File: config.mk
export PLATFORM = sky130hd
export DESIGN_NAME = sorted_byte_set_core
export DESIGN_NICKNAME = d
export VERILOG_FILES = /design/src/sv/sbs_pkg.sv /design/src/sv/sbs_cell.sv /design/src/sv/sorted_byte_set_core.sv
export SDC_FILE = /design/constraint.sdc
export NUM_CORES = 1
export LEC_CHECK = 0
export BUFFER_PORTS_ARGS = -buffer_cell sky130_fd_sc_hd__buf_4
export CAP_MARGIN = 10
export CORE_ASPECT_RATIO = 0.5
export CORE_MARGIN = 2
export CORE_UTILIZATION = 38
export DETAILED_ROUTE_END_ITERATION = 12
export GPL_TIMING_DRIVEN = 0
export PLACE_DENSITY = 0.65
export SYNTH_ARGS = -nofsm -noshare
export SYNTH_HDL_FRONTEND = slang
export SYNTH_HIERARCHICAL = 1
export SYNTH_SLANG_ARGS = --single-unit
File: constraint.sdc
create_clock -name clk -period 3.3 [get_ports clk]
set_input_delay 0.66 -clock clk [delete_from_list [all_inputs] [get_ports clk]]
set_output_delay 0.66 -clock clk [all_outputs]
set_load 0.05 [all_outputs]
File: src/sv/sbs_pkg.sv
// Shared types and constants for the sorted byte set core.
// No dependencies; used by sbs_cell and sorted_byte_set_core.
package sbs_pkg;

  localparam int KeyW   = 8;
  localparam int SizeW  = 5;
  localparam int DataInW  = 8;
  localparam int DataOutW = 8;

  localparam logic CMD_INSERT = 1'b0;
  localparam logic CMD_QUERY  = 1'b1;

  // What one cell hands to its right-hand neighbor.
  typedef struct packed {
    logic               valid;
    logic               gt;
    logic signed [KeyW-1:0] key;
  } sbs_link_t;

endpackage

File: src/sv/sbs_cell.sv
// One slot of the sorted key row: holds a key and a valid bit, compares it
// against the broadcast key and shifts in from its left neighbor.
// Depends on sbs_pkg.
module sbs_cell (
  input  logic                         clk,
  input  logic                         rst,
  input  logic                         cmp_en,
  input  logic                         ins_en,
  input  logic signed [sbs_pkg::KeyW-1:0] bkey,
  input  sbs_pkg::sbs_link_t           left,
  output sbs_pkg::sbs_link_t           right,
  output logic                         eq
);

  logic                            valid;
  logic signed [sbs_pkg::KeyW-1:0] key;
  logic                            gt;
  logic                            take_left;
  logic                            take_new;

  assign take_left = left.gt;
  assign take_new  = !left.gt && (gt || (!valid && left.valid));

  always_ff @(posedge clk) begin
    if (rst) begin
      valid <= 1'b0;
      gt    <= 1'b0;
      eq    <= 1'b0;
    end else begin
      if (cmp_en) begin
        eq <= valid && (key == bkey);
        gt <= valid && (bkey < key);
      end
      if (ins_en) begin
        if (take_left || take_new) begin
          valid <= 1'b1;
        end
      end
    end
  end

  always_ff @(posedge clk) begin
    if (ins_en) begin
      // shift the larger key up, or drop the new key into the gap
      if (take_left) begin
        key <= left.key;
      end else if (take_new) begin
        key <= bkey;
      end
    end
  end

  assign right.valid = valid;
  assign right.gt    = gt;
  assign right.key   = key;

endmodule

File: src/sv/sorted_byte_set_core.sv
// Top level of the sorted byte set: a row of DEPTH key cells with a small
// controller and a registered result word. Depends on sbs_pkg and sbs_cell.
//
// Usage:
//   Input stream (s_*): each word carries a key in s_tdata and a command in
//   s_tuser (insert or membership query). Output stream (m_*): one result
//   word per input word with found, inserted, full_drop and the set size.
//   Each input word goes through these steps: accept, compare in every cell at
//   once, then shift-insert and load the result register. One word is in work
//   at a time, so the next word is not accepted until the current one has
//   finished the compare-then-shift pass through the cell row.
//   s_tready is high while no word is in work; a finished result may still
//   wait in the output register while the next word is taken. If the previous
//   result is still waiting (m_tvalid high, m_tready low) when a new result is
//   due, the block holds the cells and the new result until the old one is taken.
//   Synchronous reset empties the set (all cells invalid, size zero) and
//   clears both handshakes. Only the low five bits of the size are reported.
module sorted_byte_set_core #(
  parameter int DEPTH = 16
) (
  input  logic                         clk,
  input  logic                         rst,
  input  logic                         s_tvalid,
  output logic                         s_tready,
  input  logic [sbs_pkg::DataInW-1:0]  s_tdata,  // [7:0] key
  input  logic                         s_tuser,  // [0] command
  output logic                         m_tvalid,
  input  logic                         m_tready,
  output logic [sbs_pkg::DataOutW-1:0] m_tdata   // [0] found, [1] inserted,
                                                 // [2] full_drop, [7:3] set_size
);

  localparam int CntW = $clog2(DEPTH + 1);

  typedef enum logic [1:0] {IDLE, CMP, APPLY} state_t;

  state_t                           state;
  logic                             cmd;
  logic signed [sbs_pkg::KeyW-1:0]  bkey;
  logic [CntW-1:0]                  count;
  logic [CntW-1:0]                  count_next;
  logic [CntW+sbs_pkg::SizeW-1:0]   count_ext;

  sbs_pkg::sbs_link_t               links [DEPTH+1];
  logic [DEPTH-1:0]                 eq_vec;

  logic cmp_en;
  logic ins_en;
  logic out_free;
  logic found;
  logic full;
  logic do_ins;

  assign s_tready = (state == IDLE) && !rst;
  assign out_free = !m_tvalid || m_tready;
  assign cmp_en   = (state == CMP);
  assign found    = |eq_vec;
  assign full     = links[DEPTH].valid;
  assign do_ins   = (cmd == sbs_pkg::CMD_INSERT) && !found && !full;
  assign ins_en   = (state == APPLY) && out_free && do_ins;

  assign count_next = count + CntW'(do_ins);
  assign count_ext  = (CntW+sbs_pkg::SizeW)'(count_next);

  // left end of the row: always valid, never greater
  assign links[0].valid = 1'b1;
  assign links[0].gt    = 1'b0;
  assign links[0].key   = '0;

  for (genvar i = 0; i < DEPTH; i++) begin : g_cell
    sbs_cell u_cell (
      .clk    (clk),
      .rst    (rst),
      .cmp_en (cmp_en),
      .ins_en (ins_en),
      .bkey   (bkey),
      .left   (links[i]),
      .right  (links[i+1]),
      .eq     (eq_vec[i])
    );
  end

  always_ff @(posedge clk) begin
    if (rst) begin
      state    <= IDLE;
      m_tvalid <= 1'b0;
      count    <= '0;
    end else begin
      if (state == APPLY && out_free) begin
        m_tvalid <= 1'b1;
      end else if (m_tready) begin
        m_tvalid <= 1'b0;
      end
      case (state)
        IDLE: begin
          if (s_tvalid) begin
            state <= CMP;
          end
        end
        CMP: begin
          state <= APPLY;
        end
        APPLY: begin
          // hold until the result register is free
          if (out_free) begin
            count    <= count_next;
            state    <= IDLE;
          end
        end
        default: begin
          state <= IDLE;
        end
      endcase
    end
  end

  always_ff @(posedge clk) begin
    if (s_tvalid && s_tready) begin
      cmd  <= s_tuser;
      bkey <= $signed(s_tdata[sbs_pkg::KeyW-1:0]);
    end
    if (state == APPLY && out_free) begin
      m_tdata <= {count_ext[sbs_pkg::SizeW-1:0],
                  (cmd == sbs_pkg::CMD_INSERT) && !found && full,
                  do_ins,
                  found};
    end
  end

endmodule
==> reports/metrics.yaml <==
clock_tree:
  root_buffer: "clkbuf_16"
  cts_sinks: 201
  cts_made_buffers: 21
  cts_tree: "yes"
  cts.path.max_buffers: 3
  htreeDepth: 1
  ctsHoldBuffers: 0
  cts_setup_buffers: 0
  ctsResizeCount: 0
  clkTransAtPathRegs_ps: 60
  clock_latency_ps: 510
detailed_routing:
  num_vias: 8153
  drtAntennaViolNets: 0
  routed_wl_mm: 26.1
  wl_per_cell_um: 16.6
  firstDrtPassIters: 4
  dr.first_iter.drc_count: 477
  drc_errors: 0
  viasPerCell: 5.20
grt:
  antenna_found_initial: 1
  grt_use_total_pct: 15.9
  grt_max_degree: 82
  first_global_vias: 8446
  grt_overflow: 0
  grt_pass1_wl_mm: 43.0
floorplan:
  dieArea_mm2: 0.0332
  num_rows: 45
  fp.dieH_um: 130
  ioPinCount: 23
  initial_core_util_pct: 39.1
  die_w_um: 256
  core_mm2: 0.0307
cells_and_area:
  antenna_cells: 0
  design_area_mm2: 0.0138
  multi_input_area_mm2: 0.00579
  syn_to_final_growth_pct: 14.7
  drive_above_1_share_pct: 25.7
  fill_cells: 2790
  seqCellArea_mm2: 0.00548
  fin_nets: 1274
setup_path:
  rrSetupSlack_ps: 390
  reg2reg_from: "g_cell[5].u_cell/eq"
  end_kind: "flip-flop"
  cp_max_fo: 4
  critical_path_class: "flip-flop to flip-flop"
  cp.required_ps: 3720
  crit_arrival_ps: 3330
  worstSetupStartpoint: "g_cell[5].u_cell/eq"
  cp-start-kind: "flip-flop"
logic_synthesis:
  netlist_instances: 1067
  syn_area_mm2: 0.0120
  ys_warn_count: 6
  synth.avg_cell_area_um2: 11.3
hold_path:
  hp-start: "s_tdata[3]"
  hp-class: "input port to flip-flop"
timing:
  fin_crit_ps: 2910
  fin_skew_ps: 20.5
  setup_viol: 0
  hold_viol: 0
  post-route-period-util_pct: 88.1
  drv_slew: 0
  fmax_mhz: 344
  worst_pin_slew_ps: 927
  slew_headroom_pct: 38.2
  rsz0062_at_grt: "false"
  worst_slack_ps: 393
status:
  outcome: "finished clean"
place:
  io_buffers: 22
  dp_hpwl_mm: 18.6
  post_dp_cell_area_mm2: 0.0130
  place_ws_ps: 372
  routabilityCongestion: 0.807
pwr:
  p_total_mw: 5.75
  leakage_nw: 5.49
  pwr_density_cell_mw_per_mm2: 417
  peakVddDrop_v: 0.000382
run:
  drv_cap: 0
-- layer usage --
metal	vias up	part of all wire [%]	GRT usage (%)
met3	39	4.1	2.74
met5	-	0.050	0
met4	2	1.7	3.85
met2	115	48	28.7
met1	3970	46	20.0
li1	4027	-	-
-- final cells by class --
cell class,instances,share of cell area [%]
Tap cell,423,3.84
Sequential cell,201,39.7
Multi-Input combinational cell,694,42.0
Clock buffer,21,3.81
Buffer,50,2.35
Timing Repair Buffer,33,3.06
Clock inverter,17,1.78
Inverter,130,3.54
-- cell usage in the layout (no fill, tap or decap), drive strengths merged, types with 3 or more instances in the layout --
| master | count |
|---|---|
| inv | 131 |
| nor2b | 35 |
| conb | 10 |
| o311ai | 16 |
| o2111ai | 16 |
| nand2 | 32 |
| nor4 | 6 |
| or3b | 16 |
| clkbuf | 24 |
| dfxtp | 56 |
| o211ai | 16 |
| clkinv | 8 |
| mux2 | 112 |
| nand4 | 32 |
| edfxtp | 145 |
| bufinv | 6 |
| or4 | 3 |
| nand2b | 18 |
| nand3 | 21 |
| ha | 130 |
| nand4b | 16 |
| nor2 | 67 |
| a21oi | 86 |
| buf | 80 |
| o21ai | 34 |
| o31a | 16 |
-- report_power, final --
| group | switching, mW | leakage, nW | internal (mW) |
|---|---|---|---|
| sequential | 0.0341 | 1.76 | 2.71 |
| combinational | 0.197 | 3.35 | 0.165 |
| clock | 1.01 | 0.375 | 1.64 |
-- metrics by stage --
step / hold slack (ps) / utilization [%] / TNS (ps) / cells
4_1_cts: 312 / 44.9 / 0 / 1569
5_1_grt: 315 / 44.9 / 0 / 1569
3_3_place_gp: 458 / 41.5 / -202630 / 1520
6_report: 328 / 44.9 / 0 / 1569
2_1_floorplan: 439 / - / 0 / 1075
3_5_place_dp: 460 / 42.4 / 0 / 1531
-- worst max-delay path, stage by stage, from the launching register on --
cell	delay [ps]
dfxtp_1	320
nor4_1	510
nand3_1	330
nor4_1	460
ha_1	260
ha_1	220
nand3_1	150
or4_1	420
a21oi_1	150
-- worst paths after layout --
path,end,depth (start not counted)
max,count[4],8
min,bkey[3],1
max reg2reg,count[4],8
min reg2reg,g_cell[2].u_cell/eq,2
-- flip-flops by register name, summed over array words and instances (netlist names) --
signal	count
count	5
g_cell.u_cell/gt	16
g_cell.u_cell/key	128
m_tvalid	1
state	2
bkey	8
g_cell.u_cell/valid	16
g_cell.u_cell/eq	16
cmd	1
m_tdata	8
Power figures use the tool's default switching activity.
